--- src/sv/lagrange_interpolator_core_assert.svh ---
// Assertion macros for the Lagrange interpolator core.
// Used by lagrange_interpolator_core.sv; expects clk and arst_n in scope.
`ifndef LAGRANGE_INTERPOLATOR_CORE_ASSERT_SVH
`define LAGRANGE_INTERPOLATOR_CORE_ASSERT_SVH

// Same-cycle implication, disabled during reset
`define LGI_ASSERT_IMP(lbl, ante, cons, msg) \
	lbl: assert property (@(posedge clk) disable iff (!arst_n) (ante) |-> (cons)) \
		else $error(msg);

// Next-cycle implication, disabled during reset
`define LGI_ASSERT_NXT(lbl, ante, cons, msg) \
	lbl: assert property (@(posedge clk) disable iff (!arst_n) (ante) |=> (cons)) \
		else $error(msg);

`endif

--- src/sv/lgi_pkg.sv ---
// Shared constants and controller/datapath interface types for the Lagrange interpolator.
// No dependencies.
package lgi_pkg;

	localparam int MaxPointsDef = 8;
	localparam int FracBitsDef  = 16;
	localparam int DataW        = 32;
	localparam int DiffW        = 33;
	localparam int StatusW      = 2;

	localparam logic [StatusW-1:0] ST_OK  = 2'd0;
	localparam logic [StatusW-1:0] ST_DUP = 2'd1;
	localparam logic [StatusW-1:0] ST_OVF = 2'd2;
	localparam logic [StatusW-1:0] ST_SAT = 2'd3;

	typedef struct packed {
		logic wr_en;
		logic start;
		logic w_init;
		logic div_start;
		logic rsat_en;
		logic mul_en;
		logic mul_sel_ratio;
		logic rnd_en;
		logic sat_w;
		logic sat_term;
		logic out_load;
		logic ovf;
	} lgi_cmd_t;

	typedef struct packed {
		logic div_busy;
		logic out_free;
	} lgi_sts_t;

endpackage

--- src/sv/lgi_div.sv ---
// Restoring unsigned divider, one quotient bit per cycle.
// Depends on lgi_pkg.
module lgi_div #(
	parameter int NUM_W = 49
) (
	input  logic                      clk,
	input  logic                      arst_n,
	input  logic                      start,
	input  logic [NUM_W-1:0]          dividend,
	input  logic [lgi_pkg::DiffW-1:0] divisor,
	output logic                      busy,
	output logic [NUM_W-1:0]          quot
);
	import lgi_pkg::*;

	localparam int CntW = $clog2(NUM_W + 1);

	logic             busy_q;
	logic [CntW-1:0]  cnt_q;
	logic [DiffW-1:0] rem_q;
	logic [NUM_W-1:0] quo_q;
	logic [DiffW:0]   trial;
	logic [DiffW:0]   diff;
	logic             ge;

	// Trial subtract of the shifted remainder
	always_comb begin
		trial = {rem_q, quo_q[NUM_W-1]};
		diff  = trial - {1'b0, divisor};
		ge    = trial >= {1'b0, divisor};
	end

	// Step counter
	always_ff @(posedge clk or negedge arst_n) begin
		if (!arst_n) begin
			busy_q <= 1'b0;
			cnt_q  <= '0;
		end else if (start) begin
			busy_q <= 1'b1;
			cnt_q  <= CntW'(NUM_W);
		end else if (busy_q) begin
			cnt_q <= cnt_q - CntW'(1);
			if (cnt_q == CntW'(1)) begin
				busy_q <= 1'b0;
			end
		end
	end

	// Remainder and quotient shift
	always_ff @(posedge clk) begin
		if (start) begin
			rem_q <= '0;
			quo_q <= dividend;
		end else if (busy_q) begin
			rem_q <= ge ? diff[DiffW-1:0] : trial[DiffW-1:0];
			quo_q <= {quo_q[NUM_W-2:0], ge};
		end
	end

	assign busy = busy_q;
	assign quot = quo_q;

endmodule

--- src/sv/lgi_ctrl.sv ---
// Controller state machine: node loading and the basis/term evaluation sequence.
// Depends on lgi_pkg.
module lgi_ctrl #(
	parameter int MAX_POINTS = lgi_pkg::MaxPointsDef
) (
	input  logic                          clk,
	input  logic                          arst_n,
	input  logic                          in_valid,
	input  logic                          in_last,
	output logic                          in_ready,
	input  lgi_pkg::lgi_sts_t             sts,
	output lgi_pkg::lgi_cmd_t             cmd,
	output logic [$clog2(MAX_POINTS)-1:0] wr_addr,
	output logic [$clog2(MAX_POINTS)-1:0] rd_a,
	output logic [$clog2(MAX_POINTS)-1:0] rd_b
);
	import lgi_pkg::*;

	localparam int IW = $clog2(MAX_POINTS);
	localparam int CW = $clog2(MAX_POINTS + 1);

	localparam logic [3:0] S_IDLE   = 4'd0;
	localparam logic [3:0] S_ISTART = 4'd1;
	localparam logic [3:0] S_NCHK   = 4'd2;
	localparam logic [3:0] S_RD     = 4'd3;
	localparam logic [3:0] S_DSTART = 4'd4;
	localparam logic [3:0] S_DIV    = 4'd5;
	localparam logic [3:0] S_RSAT   = 4'd6;
	localparam logic [3:0] S_MUL    = 4'd7;
	localparam logic [3:0] S_RND    = 4'd8;
	localparam logic [3:0] S_WSAT   = 4'd9;
	localparam logic [3:0] S_TRD    = 4'd10;
	localparam logic [3:0] S_TMUL   = 4'd11;
	localparam logic [3:0] S_TRND   = 4'd12;
	localparam logic [3:0] S_TSAT   = 4'd13;
	localparam logic [3:0] S_DONE   = 4'd14;

	logic [3:0]    state_q;
	logic [CW-1:0] cnt_q;
	logic [CW-1:0] i_q;
	logic [CW-1:0] n_q;
	logic          ovf_q;
	logic          room;

	assign room     = cnt_q < CW'(MAX_POINTS);
	assign in_ready = (state_q == S_IDLE);
	assign wr_addr  = cnt_q[IW-1:0];
	assign rd_a     = i_q[IW-1:0];
	assign rd_b     = n_q[IW-1:0];

	// Decode commands from state
	always_comb begin
		cmd     = '0;
		cmd.ovf = ovf_q;
		case (state_q)
			S_IDLE: begin
				cmd.wr_en = in_valid && room;
				cmd.start = in_valid && in_last;
			end
			S_ISTART: cmd.w_init = 1'b1;
			S_DSTART: cmd.div_start = 1'b1;
			S_RSAT:   cmd.rsat_en = 1'b1;
			S_MUL: begin
				cmd.mul_en        = 1'b1;
				cmd.mul_sel_ratio = 1'b1;
			end
			S_TMUL:   cmd.mul_en = 1'b1;
			S_RND:    cmd.rnd_en = 1'b1;
			S_TRND:   cmd.rnd_en = 1'b1;
			S_WSAT:   cmd.sat_w = 1'b1;
			S_TSAT:   cmd.sat_term = 1'b1;
			S_DONE:   cmd.out_load = sts.out_free;
			default: ;
		endcase
	end

	// Advance the sequence
	always_ff @(posedge clk or negedge arst_n) begin
		if (!arst_n) begin
			state_q <= S_IDLE;
			cnt_q   <= '0;
			i_q     <= '0;
			n_q     <= '0;
			ovf_q   <= 1'b0;
		end else begin
			case (state_q)
				S_IDLE: begin
					if (in_valid) begin
						if (room) begin
							cnt_q <= cnt_q + CW'(1);
						end else begin
							ovf_q <= 1'b1;
						end
						if (in_last) begin
							i_q     <= '0;
							state_q <= S_ISTART;
						end
					end
				end
				S_ISTART: begin
					n_q     <= '0;
					state_q <= S_NCHK;
				end
				S_NCHK: begin
					if (n_q == cnt_q) begin
						state_q <= S_TRD;
					end else if (n_q == i_q) begin
						n_q <= n_q + CW'(1);
					end else begin
						state_q <= S_RD;
					end
				end
				S_RD:     state_q <= S_DSTART;
				S_DSTART: state_q <= S_DIV;
				S_DIV: begin
					if (!sts.div_busy) begin
						state_q <= S_RSAT;
					end
				end
				S_RSAT:   state_q <= S_MUL;
				S_MUL:    state_q <= S_RND;
				S_RND:    state_q <= S_WSAT;
				S_WSAT: begin
					n_q     <= n_q + CW'(1);
					state_q <= S_NCHK;
				end
				S_TRD:    state_q <= S_TMUL;
				S_TMUL:   state_q <= S_TRND;
				S_TRND:   state_q <= S_TSAT;
				S_TSAT: begin
					if ((i_q + CW'(1)) == cnt_q) begin
						state_q <= S_DONE;
					end else begin
						i_q     <= i_q + CW'(1);
						state_q <= S_ISTART;
					end
				end
				S_DONE: begin
					if (sts.out_free) begin
						cnt_q   <= '0;
						ovf_q   <= 1'b0;
						state_q <= S_IDLE;
					end
				end
				default: state_q <= S_IDLE;
			endcase
		end
	end

endmodule

--- src/sv/lgi_dp.sv ---
// Datapath: node stores, ratio divider, shared multiplier, rounding, accumulation, output.
// Depends on lgi_pkg and lgi_div.
module lgi_dp #(
	parameter int MAX_POINTS = lgi_pkg::MaxPointsDef,
	parameter int FRAC_BITS  = lgi_pkg::FracBitsDef
) (
	input  logic                          clk,
	input  logic                          arst_n,
	input  lgi_pkg::lgi_cmd_t             cmd,
	output lgi_pkg::lgi_sts_t             sts,
	input  logic [3*lgi_pkg::DataW-1:0]   in_data,
	input  logic [$clog2(MAX_POINTS)-1:0] wr_addr,
	input  logic [$clog2(MAX_POINTS)-1:0] rd_a,
	input  logic [$clog2(MAX_POINTS)-1:0] rd_b,
	output logic                          out_valid,
	input  logic                          out_ready,
	output logic [lgi_pkg::DataW-1:0]     out_value,
	output logic [lgi_pkg::StatusW-1:0]   out_status
);
	import lgi_pkg::*;

	localparam int SW   = DataW + $clog2(MAX_POINTS + 1);
	localparam int NUMW = DiffW + FRAC_BITS;
	localparam int RW   = 2 * DataW - FRAC_BITS;
	localparam logic [DataW-1:0] QMax = {1'b0, {(DataW-1){1'b1}}};
	localparam logic [DataW-1:0] QMin = {1'b1, {(DataW-1){1'b0}}};

	logic signed [DataW-1:0] pos_mem [MAX_POINTS];
	logic signed [DataW-1:0] val_mem [MAX_POINTS];

	logic signed [DataW-1:0]   xa_q, xb_q, ya_q, q_q;
	logic signed [DataW-1:0]   w_q, ratio_q;
	logic [DiffW-1:0]          den_mag_q;
	logic                      qneg_q, dup_q, clip_q, rneg_q;
	logic signed [2*DataW-1:0] prod_s1;
	logic [RW-1:0]             rmag_q;
	logic signed [SW-1:0]      sum_q;
	logic                      out_valid_q;
	logic [DataW-1:0]          out_value_q;
	logic [StatusW-1:0]        out_status_q;

	logic [DiffW-1:0]          dnum, dden, dnum_mag, dden_mag;
	logic [NUMW-1:0]           num_mag, quot, qlim;
	logic                      div_busy, q_over, r_over, s_fits;
	logic [DataW-1:0]          qval, rval, fval;
	logic [RW-1:0]             rlim;
	logic signed [DataW-1:0]   mul_b;
	logic [2*DataW-1:0]        pmag, psum;
	logic [SW-DataW:0]         s_hi;

	// Store nodes and read them back through registered ports
	always_ff @(posedge clk) begin
		if (cmd.wr_en) begin
			pos_mem[wr_addr] <= in_data[DataW-1:0];
			val_mem[wr_addr] <= in_data[2*DataW-1:DataW];
		end
		xa_q <= pos_mem[rd_a];
		xb_q <= pos_mem[rd_b];
		ya_q <= val_mem[rd_a];
		if (cmd.start) begin
			q_q <= in_data[3*DataW-1:2*DataW];
		end
	end

	// Differences and their magnitudes
	always_comb begin
		dnum     = {q_q[DataW-1], q_q} - {xb_q[DataW-1], xb_q};
		dden     = {xa_q[DataW-1], xa_q} - {xb_q[DataW-1], xb_q};
		dnum_mag = dnum[DiffW-1] ? (~dnum + DiffW'(1)) : dnum;
		dden_mag = dden[DiffW-1] ? (~dden + DiffW'(1)) : dden;
		num_mag  = {dnum_mag, {FRAC_BITS{1'b0}}};
	end

	lgi_div #(
		.NUM_W(NUMW)
	) u_div (
		.clk     (clk),
		.arst_n  (arst_n),
		.start   (cmd.div_start),
		.dividend(num_mag),
		.divisor (den_mag_q),
		.busy    (div_busy),
		.quot    (quot)
	);

	// Saturate the signed quotient
	always_comb begin
		qlim   = qneg_q ? NUMW'({1'b1, {(DataW-1){1'b0}}}) : NUMW'(QMax);
		q_over = quot > qlim;
		if (q_over) begin
			qval = qneg_q ? QMin : QMax;
		end else begin
			qval = qneg_q ? (~quot[DataW-1:0] + DataW'(1)) : quot[DataW-1:0];
		end
	end

	// Round half away from zero and saturate
	always_comb begin
		mul_b = cmd.mul_sel_ratio ? ratio_q : ya_q;
		pmag  = prod_s1[2*DataW-1] ? (~prod_s1 + 64'(1)) : prod_s1;
		psum  = pmag + (64'(1) << (FRAC_BITS - 1));
		rlim  = rneg_q ? RW'({1'b1, {(DataW-1){1'b0}}}) : RW'(QMax);
		r_over = rmag_q > rlim;
		if (r_over) begin
			rval = rneg_q ? QMin : QMax;
		end else begin
			rval = rneg_q ? (~rmag_q[DataW-1:0] + DataW'(1)) : rmag_q[DataW-1:0];
		end
	end

	// Final sum saturation
	always_comb begin
		s_hi   = sum_q[SW-1:DataW-1];
		s_fits = (&s_hi) || !(|s_hi);
		fval   = s_fits ? sum_q[DataW-1:0] : (sum_q[SW-1] ? QMin : QMax);
	end

	// Arithmetic registers
	always_ff @(posedge clk) begin
		if (cmd.div_start) begin
			den_mag_q <= dden_mag;
			qneg_q    <= dnum[DiffW-1] ^ dden[DiffW-1];
		end
		if (cmd.rsat_en) begin
			ratio_q <= qval;
		end
		if (cmd.w_init) begin
			w_q <= DataW'(1) << FRAC_BITS;
		end else if (cmd.sat_w) begin
			w_q <= rval;
		end
		if (cmd.mul_en) begin
			prod_s1 <= w_q * mul_b;
		end
		if (cmd.rnd_en) begin
			rneg_q <= prod_s1[2*DataW-1];
			rmag_q <= psum[2*DataW-1:FRAC_BITS];
		end
		if (cmd.start) begin
			sum_q <= '0;
		end else if (cmd.sat_term) begin
			sum_q <= sum_q + {{(SW-DataW){rval[DataW-1]}}, rval};
		end
		if (cmd.out_load) begin
			out_value_q <= dup_q ? '0 : fval;
			if (dup_q) begin
				out_status_q <= ST_DUP;
			end else if (cmd.ovf) begin
				out_status_q <= ST_OVF;
			end else if (clip_q || !s_fits) begin
				out_status_q <= ST_SAT;
			end else begin
				out_status_q <= ST_OK;
			end
		end
	end

	// Sticky duplicate and clip flags, output slot
	always_ff @(posedge clk or negedge arst_n) begin
		if (!arst_n) begin
			dup_q       <= 1'b0;
			clip_q      <= 1'b0;
			out_valid_q <= 1'b0;
		end else begin
			if (cmd.start) begin
				dup_q  <= 1'b0;
				clip_q <= 1'b0;
			end else begin
				if (cmd.div_start && (xa_q == xb_q)) begin
					dup_q <= 1'b1;
				end
				if ((cmd.rsat_en && q_over) || ((cmd.sat_w || cmd.sat_term) && r_over)) begin
					clip_q <= 1'b1;
				end
			end
			if (cmd.out_load) begin
				out_valid_q <= 1'b1;
			end else if (out_ready) begin
				out_valid_q <= 1'b0;
			end
		end
	end

	assign sts.div_busy = div_busy;
	assign sts.out_free = !out_valid_q || out_ready;
	assign out_valid    = out_valid_q;
	assign out_value    = out_value_q;
	assign out_status   = out_status_q;

endmodule

--- src/sv/lagrange_interpolator_core.sv ---
// Lagrange polynomial interpolator, signed fixed point with FRAC_BITS fraction bits in
// 32 bits. Each slave transaction loads one node (position, value); the
// transaction with tlast also carries the query position and starts evaluation, after
// which one result leaves on the master side. The ratios of all basis factors come from
// one bit-serial ratio divider (FRAC_BITS+33 steps per ratio). No node is accepted while
// an evaluation runs; a finished result waits in the output register. Status: 0 ok,
// 1 duplicate node positions (value 0), 2 more than MAX_POINTS nodes (extra dropped),
// 3 some intermediate or the final value saturated.
module lagrange_interpolator_core #(
	parameter int MAX_POINTS = lgi_pkg::MaxPointsDef,
	parameter int FRAC_BITS  = lgi_pkg::FracBitsDef
) (
	input  logic                          clk,
	input  logic                          arst_n,
	input  logic                          s_axis_tvalid,
	output logic                          s_axis_tready,
	// node_pos [31:0], node_val [63:32], query_pos [95:64]
	input  logic [3*lgi_pkg::DataW-1:0]   s_axis_tdata,
	input  logic                          s_axis_tlast,
	output logic                          m_axis_tvalid,
	input  logic                          m_axis_tready,
	// value [31:0]
	output logic [lgi_pkg::DataW-1:0]     m_axis_tdata,
	// status [1:0]
	output logic [lgi_pkg::StatusW-1:0]   m_axis_tuser
);
	import lgi_pkg::*;

	localparam int IW = $clog2(MAX_POINTS);

	lgi_cmd_t      cmd;
	lgi_sts_t      sts;
	logic [IW-1:0] wr_addr, rd_a, rd_b;

	lgi_ctrl #(
		.MAX_POINTS(MAX_POINTS)
	) u_ctrl (
		.clk     (clk),
		.arst_n  (arst_n),
		.in_valid(s_axis_tvalid),
		.in_last (s_axis_tlast),
		.in_ready(s_axis_tready),
		.sts     (sts),
		.cmd     (cmd),
		.wr_addr (wr_addr),
		.rd_a    (rd_a),
		.rd_b    (rd_b)
	);

	lgi_dp #(
		.MAX_POINTS(MAX_POINTS),
		.FRAC_BITS (FRAC_BITS)
	) u_dp (
		.clk       (clk),
		.arst_n    (arst_n),
		.cmd       (cmd),
		.sts       (sts),
		.in_data   (s_axis_tdata),
		.wr_addr   (wr_addr),
		.rd_a      (rd_a),
		.rd_b      (rd_b),
		.out_valid (m_axis_tvalid),
		.out_ready (m_axis_tready),
		.out_value (m_axis_tdata),
		.out_status(m_axis_tuser)
	);

`include "lagrange_interpolator_core_assert.svh"

	`LGI_ASSERT_IMP(a_no_accept_in_div, sts.div_busy, !s_axis_tready, "node accepted during divide")
	`LGI_ASSERT_NXT(a_div_runs, cmd.div_start, sts.div_busy, "divider did not start")
	`LGI_ASSERT_IMP(a_load_slot_free, cmd.out_load, sts.out_free, "result overwrote pending output")

endmodule
--- config.mk ---
export PLATFORM = sky130hd
export DESIGN_NAME = lagrange_interpolator_core
export DESIGN_NICKNAME = d
export VERILOG_FILES = /design/src/sv/lgi_pkg.sv /design/src/sv/lgi_div.sv /design/src/sv/lgi_ctrl.sv /design/src/sv/lgi_dp.sv /design/src/sv/lagrange_interpolator_core.sv
export VERILOG_INCLUDE_DIRS = /design/src /design/src/sv
export SDC_FILE = /design/constraint.sdc
export NUM_CORES = 2
export LEC_CHECK = 0
export ABC_AREA = 0
export BUFFER_PORTS_ARGS = -buffer_cell sky130_fd_sc_hd__buf_2
export CORE_MARGIN = 8
export CORE_UTILIZATION = 40
export DETAILED_ROUTE_END_ITERATION = 7
export GPL_TIMING_DRIVEN = 0
export PLACE_DENSITY = 0.62
export REMOVE_ABC_BUFFERS = 1
export SLEW_MARGIN = 20
export SYNTH_ARGS = -nofsm -noshare
export SYNTH_HDL_FRONTEND = slang
export SYNTH_SLANG_ARGS = --single-unit
--- constraint.sdc ---
create_clock -name clk -period 9 [get_ports clk]
set_clock_uncertainty 0.15 [all_clocks]
set_input_delay 2.7 -clock clk [delete_from_list [all_inputs] [get_ports clk]]
set_output_delay 2.7 -clock clk [all_outputs]
set_load 0.05 [all_outputs]
Word-level counts from Yosys, hierarchy flattened
Memories as Yosys holds them, arrays and structs flattened. A register that Yosys moved wholly into a read port is not among the register bits.
Cells that the tools add are included.
{"block": "totals", "regBits": 422, "latchBits": 0, "ramBits": 512, "romBits": 0, "input_bits": 101, "output_inout_bits": 36, "wordCells": 176, "mem_count": 2}
{"memory": "u_dp.pos_mem", "words": 8, "width": 32, "read_ports": 2, "rd_clocked_by_memory_dff": 2, "wr": 1, "line": "lgi_dp.sv:28", "rtl": "logic signed [DataW-1:0] pos_mem [MAX_POINTS];"}
{"memory": "u_dp.val_mem", "words": 8, "width": 32, "read_ports": 1, "rd_clocked_by_memory_dff": 1, "wr": 1, "line": "lgi_dp.sv:29", "rtl": "logic signed [DataW-1:0] val_mem [MAX_POINTS];"}
{"block": "classes", "addsub": 14, "mul": 1, "n_div": 0, "magnitude_cmp": 4, "n_eq_ne": 29, "shifts": 0, "n_mux": 64, "bitwise": 6, "reduce_logical": 31}
{"op": "$mux W32", "n": 12}
{"op": "$mux W49", "n": 2}
{"op": "$add A33 B1 Y33 const B", "n": 2}
{"op": "$mux W33", "n": 2}
{"op": "$not A33 Y33", "n": 2}
{"op": "$sub A32 B32 Y33", "n": 2}
{"op": "$add A32 B1 Y32 const B", "n": 2}
{"op": "$add A64 B16 Y64 const B", "n": 1}
{"op": "$add A64 B2 Y64 const B", "n": 1}
{"op": "$mul A32 B32 Y64", "n": 1}
{"op": "$mux W64", "n": 1}
{"op": "$not A32 Y32", "n": 2}
{"op": "$not A64 Y64", "n": 1}
{"op": "$mux W4", "n": 14}
{"op": "$pmux W4 S14", "n": 1}
{"op": "$gt A49 B49 Y1", "n": 1}
{"op": "$gt A48 B48 Y1", "n": 1}
{"op": "$add A36 B36 Y36", "n": 1}
{"op": "$ge A34 B33 Y1", "n": 1}
{"op": "$sub A33 B33 Y33", "n": 1}
{"op": "$eq A32 B32 Y1", "n": 1}
{"op": "$eq A4 B4 Y1 const B", "n": 7}
{"op": "$mux W1", "n": 23}
{"op": "$eq A4 B3 Y1 const B", "n": 4}
{"op": "27 further kinds", "n": 63}

Logic depth before layout (Yosys ltp)
{"block": "depth", "ltp_word": 7, "depth_mapped": 35, "ltp_nobuf": 33}

Modules after synthesis
From an unflattened synthesis, not the netlist that was laid out.
{"block": "hier_totals", "cells_unflattened": 8139, "hier_area_um2": 89445.8}
{"mod": "lgi_dp", "instances": 1, "cells_per_inst": 7372, "area_per_inst_um2": 82241.4, "seq_area_each_um2": 26090.0}
{"mod": "lgi_div", "instances": 1, "cells_per_inst": 617, "area_per_inst_um2": 5906.9, "seq_area_each_um2": 2307.2}
{"mod": "lgi_ctrl", "instances": 1, "cells_per_inst": 150, "area_per_inst_um2": 1297.5, "seq_area_each_um2": 425.4}

Worst setup path before layout
OpenSTA, ideal clock, no wires.
{"block": "synth_path", "kind": "register to register", "from": "register u_ctrl.state_q[3]", "to": "register u_dp.prod_s1[59] (data pin)", "setup_time_ns": 0.135, "arrival_ns": 8.771, "required_time_ns": 8.715, "slack_ns": -0.056, "stages_incl_launch_ff": 29, "n_path_buf": 3, "period_less_slack_ns": 9.056, "path_cell_list": "dfrtp_1 clkbuf_1 nor2_1 nand3_1 buf_1 mux2_2 clkbuf_1 nand2_1 inv_1 fa_1 fa_1 fa_1 fa_1 inv_1 fa_1 inv_1 fa_1 fa_1 fa_1 ha_1 nor2b_1 o21ai_0 nand2b_1 a21oi_1 o211a_1 o21a_1 o21ai_0 or4b_2 nand3_1"}
{"block": "synth_between", "elab_chain_len": 4}
{"item": "start, declared", "line": "lgi_ctrl.sv:38", "rtl": "logic [3:0] state_q;"}
{"item": "start signal, assigned", "line": "lgi_ctrl.sv:80", "rtl": "state_q <= S_IDLE;"}
{"item": "start signal, assigned", "line": "lgi_ctrl.sv:96", "rtl": "state_q <= S_ISTART;"}
{"item": "start signal, assigned", "line": "lgi_ctrl.sv:102", "rtl": "state_q <= S_NCHK;"}
{"item": "$eq A4 B3 Y1", "line": "lgi_ctrl.sv:55", "rtl": "case (state_q)"}
{"item": "$mux W1", "line": "lgi_ctrl.sv:55"}
{"item": "$mux W32", "line": "lgi_dp.sv:99", "rtl": "mul_b = cmd.mul_sel_ratio ? ratio_q : ya_q;"}
{"item": "$mul A32 B32 Y64", "line": "lgi_dp.sv:133", "rtl": "prod_s1 <= w_q * mul_b;"}
{"item": "end signal, assigned", "line": "lgi_dp.sv:133"}
{"item": "end, declared", "line": "lgi_dp.sv:35", "rtl": "logic signed [2*DataW-1:0] prod_s1;"}
Every way passes these cells.
A chain may end at the register's enable or synchronous reset.

Worst setup path after layout
{"block": "layout_path", "from": "register u_ctrl.state_q[2]", "to": "register u_dp.prod_s1[62] (data pin)"}
Same word-level chain as after synthesis.

==> impl_metrics.csv <==
group,metric,value,unit
run_status,status,"finished, final reports clean",
finish,layout-drive-gt1-share,13.85,%
route,vias,62500,
worst_setup_path,max_stage_delay,0.58,ns
grt,grt_pass1_vias,64910,
worst_setup_path,worstPathMaxFanout,6,
worst_setup_path,worst_setup_path_start_kind,"flip-flop",
synth,syn_area_per_cell,10.95,sq um
synth,synthArstFlopShare,2.621,%
pwr,power_density,95.20,mW/mm^2
grt,grtUsageTotal,20.64,%
route,wl_per_cell,22.37,um
floorplan,die_x,486.8,um
job,maxCapViolCount,0,
grt,antenna_found_initial,38,
synth,synth_top_family_by_area,"adder cells",
pwr,p_int,0.007599,W
grt,grt_pass1_wl,383.2,mm
placed_design,gp_congestion,0.8876,
route,first_pass_iters,6,
floorplan,io-pin-count,137,
worst_setup_path,cp_data_required_time,9.30,ns
grt,grt_max_degree,75,
synth,syn_area,0.08866,sq mm
grt,overflow,0,
synth,ys_ff_latch,1030,
route,wl,252.8,mm
route,drc,0,
clocking,cts.sinks,1030,
floorplan,die_y,486.8,um
floorplan,initial_core_util,40.08,%
min_path,hold_class,"flip-flop to flip-flop",
timing,tightest_slew,1.053,ns
route,drt_iter0_drc,5169,
synth,synth_xor_area_share,3.122,%
clocking,cts_max_level,3,
worst_setup_path,path_common_cell,"fa_1",
synth,synthMuxAreaShare,7.293,%
route,vias_per_cell,5.530,
finish,final_util,45.48,%
timing,fmax,111.8,MHz
worst_setup_path,slowest_stage,"fa_2",
finish,nFillCells,20080,
worst_setup_path,crit_arrival,9.24,ns
timing,setup_viol,0,
pwr,p_leak,42.65,nW
synth,synth-main-ff-cell,"edfxtp_1",
clocking,insertion_delay,0.78,ns
clocking,cts_buffers,105,
pwr,switching_power,0.001980,W
pwr,swShare,20.67,%
pwr,power,0.009580,W
pwr,pwr-share-comb,0.5,%
timing,slew_viol_final,0,
worst_setup_path,cp-end-kind,"flip-flop",
floorplan,fp-row-count,173,
placed_design,place_area,0.09415,sq mm
synth,yosysTopAreaCell,"edfxtp_1",
worst_setup_path,path_buf_inv,7,
floorplan,core,0.2212,sq mm
synth,synthAdderAreaFrac,30.03,%
clocking,cts_tree,"done",
synth,synth_edf_count,790,
pwr,seq_power_share,53.1,%
placed_design,io_buffers,136,
timing,post-route-period-util,99.40,%
clocking,cts_buffer_depth,3,
pwr,peakVddDrop,0.1725,mV
floorplan,die_area,0.2370,sq mm
timing,grt_setup_unrepaired,"true",
synth,synthSimpleGateAreaFrac,12.19,%
finish,layout.nets,9792,
synth,yosysWarnings,0,
clocking,clockRootBuffer,"clkbuf_16",
finish,syn_to_final_growth,13.49,%
synth,synth-compound-area-share,8.555,%
synth,synth_area_leaders,"edfxtp_1 (27%), fa_1 (25%), ha_1 (5.5%), mux4_2 (4.9%), dfxtp_1 (4.8%)",
timing,hold_violations,0,
worst_setup_path,cp_top_family,"adder cells",
clocking,clkTransAtPathRegs,0.06,ns
clocking,ctsHoldBuffers,0,
finish,fin_area,0.1006,sq mm
pwr,pwr-share-clk,46.3,%
timing,period_minus_slack,8.946,ns
synth,synth_common_cells,"inv_1 (1126), fa_1 (1086), nand2_1 (792), edfxtp_1 (790), and2_1 (468)",
route,final_antenna_net_count,0,
synth,synth_top_area_share,26.76,%
worst_setup_path,critical_path_class,"flip-flop to flip-flop",
timing,fin_ws,0.05359,ns
synth,yosysUniqueCellTypes,86,
synth,ys_seq_area_share,32.33,%
placed_design,dpl_worst_slack,-2.465,ns
placed_design,dpl.hpwl,175.2,mm
synth,synth.most_common_cell,"inv_1",
timing,slew_headroom,29.35,%
synth,synthCells,8097,
-- per-stage QoR --
step | TNS [ns] | instances | hold slack [ns]
3_5_place_dp | -50.16 | 10920 | 0.3233
4_1_cts | 0 | 11240 | 0.3316
6_report | 0 | 11300 | 0.3318
2_1_floorplan | -18.37 | 7696 | 0.2994
5_1_grt | -0.5931 | 11280 | 0.3354
3_3_place_gp | -1275.22 | 10810 | 0.3139
-- registers in the layout, indices dropped and copies added, names as in the netlist, 33 cells and up --
| name | flops |
|---|---|
| u_dp.rmag_q | 48 |
| u_dp.pos_mem | 256 |
| u_dp.den_mag_q | 33 |
| u_dp.prod_s1 | 64 |
| u_dp.val_mem | 256 |
| u_dp.u_div.rem_q | 33 |
| u_dp.u_div.quot | 49 |
| u_dp.sum_q | 36 |
-- path summary, 6_finish.rpt --
| kind | slack (ns) | endpoint | from | cells after the start |
|---|---|---|---|---|
| worst min-delay path | 0.33 | u_dp.sum_q[14] | u_dp.sum_q[14] | 2 |
| worst min register to register | 0.33 | u_dp.sum_q[14] | u_dp.sum_q[14] | 2 |
| worst max register to register | 0.05 | u_dp.prod_s1[62] | u_ctrl.state_q[2] | 31 |
| max in group asynchronous | 6.32 | u_ctrl.state_q[1] | arst_n | 1 |
| min in group asynchronous | 1.87 | u_ctrl.cnt_q[2] | arst_n | 1 |
| worst max-delay path | 0.05 | u_dp.prod_s1[62] | u_ctrl.state_q[2] | 31 |
-- layout make-up --
type	count	area [sq um]	area share (%)
diodes	19	47.55	0.04725
clock buffers	158	2988	2.969
clock inverters	42	548.0	0.5446
inverters	1130	4257	4.230
multi-input cells	5570	55850	55.51
flip-flops and latches	1030	28740	28.56
well taps	2975	3722	3.699
repair buffers	378	4466	4.438
-- per-layer routing --
| layer | global-route usage [%] | wire (um) | vias to the layer above |
|---|---|---|---|
| met5 | 0 | 179 | - |
| met4 | 6.930 | 10250 | 26 |
| met3 | 5.132 | 23340 | 556 |
| met2 | 33.39 | 114800 | 2457 |
| met1 | 27.26 | 104200 | 31940 |
| li1 | - | - | 27520 |
-- tightest hold or removal path: stages (launching register included) --
cell and delay, ns:
dfxtp_1 0.33, nand2_1 0.06, a21oi_1 0.05
-- placed cells by master (no fill, tap or decap), drive strengths merged, types with 40 or more instances in the layout --
| cell | Yosys | final |
|---|---|---|
| fa | 1086 | 1086 |
| nand4 | 58 | 58 |
| nor3 | 84 | 84 |
| inv | 1126 | 1127 |
| xor2 | 102 | 102 |
| xnor2 | 214 | 214 |
| mux2 | 128 | 161 |
| and2 | 468 | 468 |
| buf | 33 | 377 |
| clkbuf | 368 | 159 |
| or3 | 51 | 51 |
| a21oi | 352 | 352 |
| nand2 | 792 | 792 |
| edfxtp | 790 | 790 |
| dfxtp | 213 | 213 |
| o21a | 48 | 48 |
| o21ai | 312 | 312 |
| a21o | 115 | 115 |
| nand3 | 89 | 90 |
| nor2b | 108 | 108 |
| nand2b | 42 | 42 |
| ha | 390 | 390 |
| nor2 | 289 | 289 |
| mux2i | 70 | 70 |
| and3 | 40 | 40 |
| a31oi | 53 | 53 |
| mux4 | 192 | 192 |
-- what timing repair did --
| action | CTS | global route |
|---|---|---|
| endpoints found under the hold margin | 0 | 0 |
| buffers inserted | 92 | 35 |
| cloned | 27 | 10 |
| gates resized for setup | 133 | 89 |
| endpoints found under the setup margin | 43 | 20 |
| pin swaps | 27 | 46 |
-- power by group through the flow --
| stage | combinational [W] | clock [W] | sequential (W) |
|---|---|---|---|
| finish | 0.0000518 | 0.00444 | 0.00509 |
| global route | 0.0000571 | 0.00470 | 0.00509 |
| CTS | 0.0000515 | 0.00453 | 0.00509 |
| detailed placement | 0.0000514 | 0 | 0.00519 |
| global placement | 0.0000472 | 0 | 0.00519 |
| floorplan | 0.000000421 | 0 | 0.00519 |
-- logic make-up after synthesis --
family,Yosys count
xor gates and xnor gates,316
AOI/OAI and AO/OA,1193
DFF,1030
muxes,390
and+or+nand+nor,2161
buffers and inverters,1531
adders and majority gates,1476
Power figures use the tool's default switching activity.
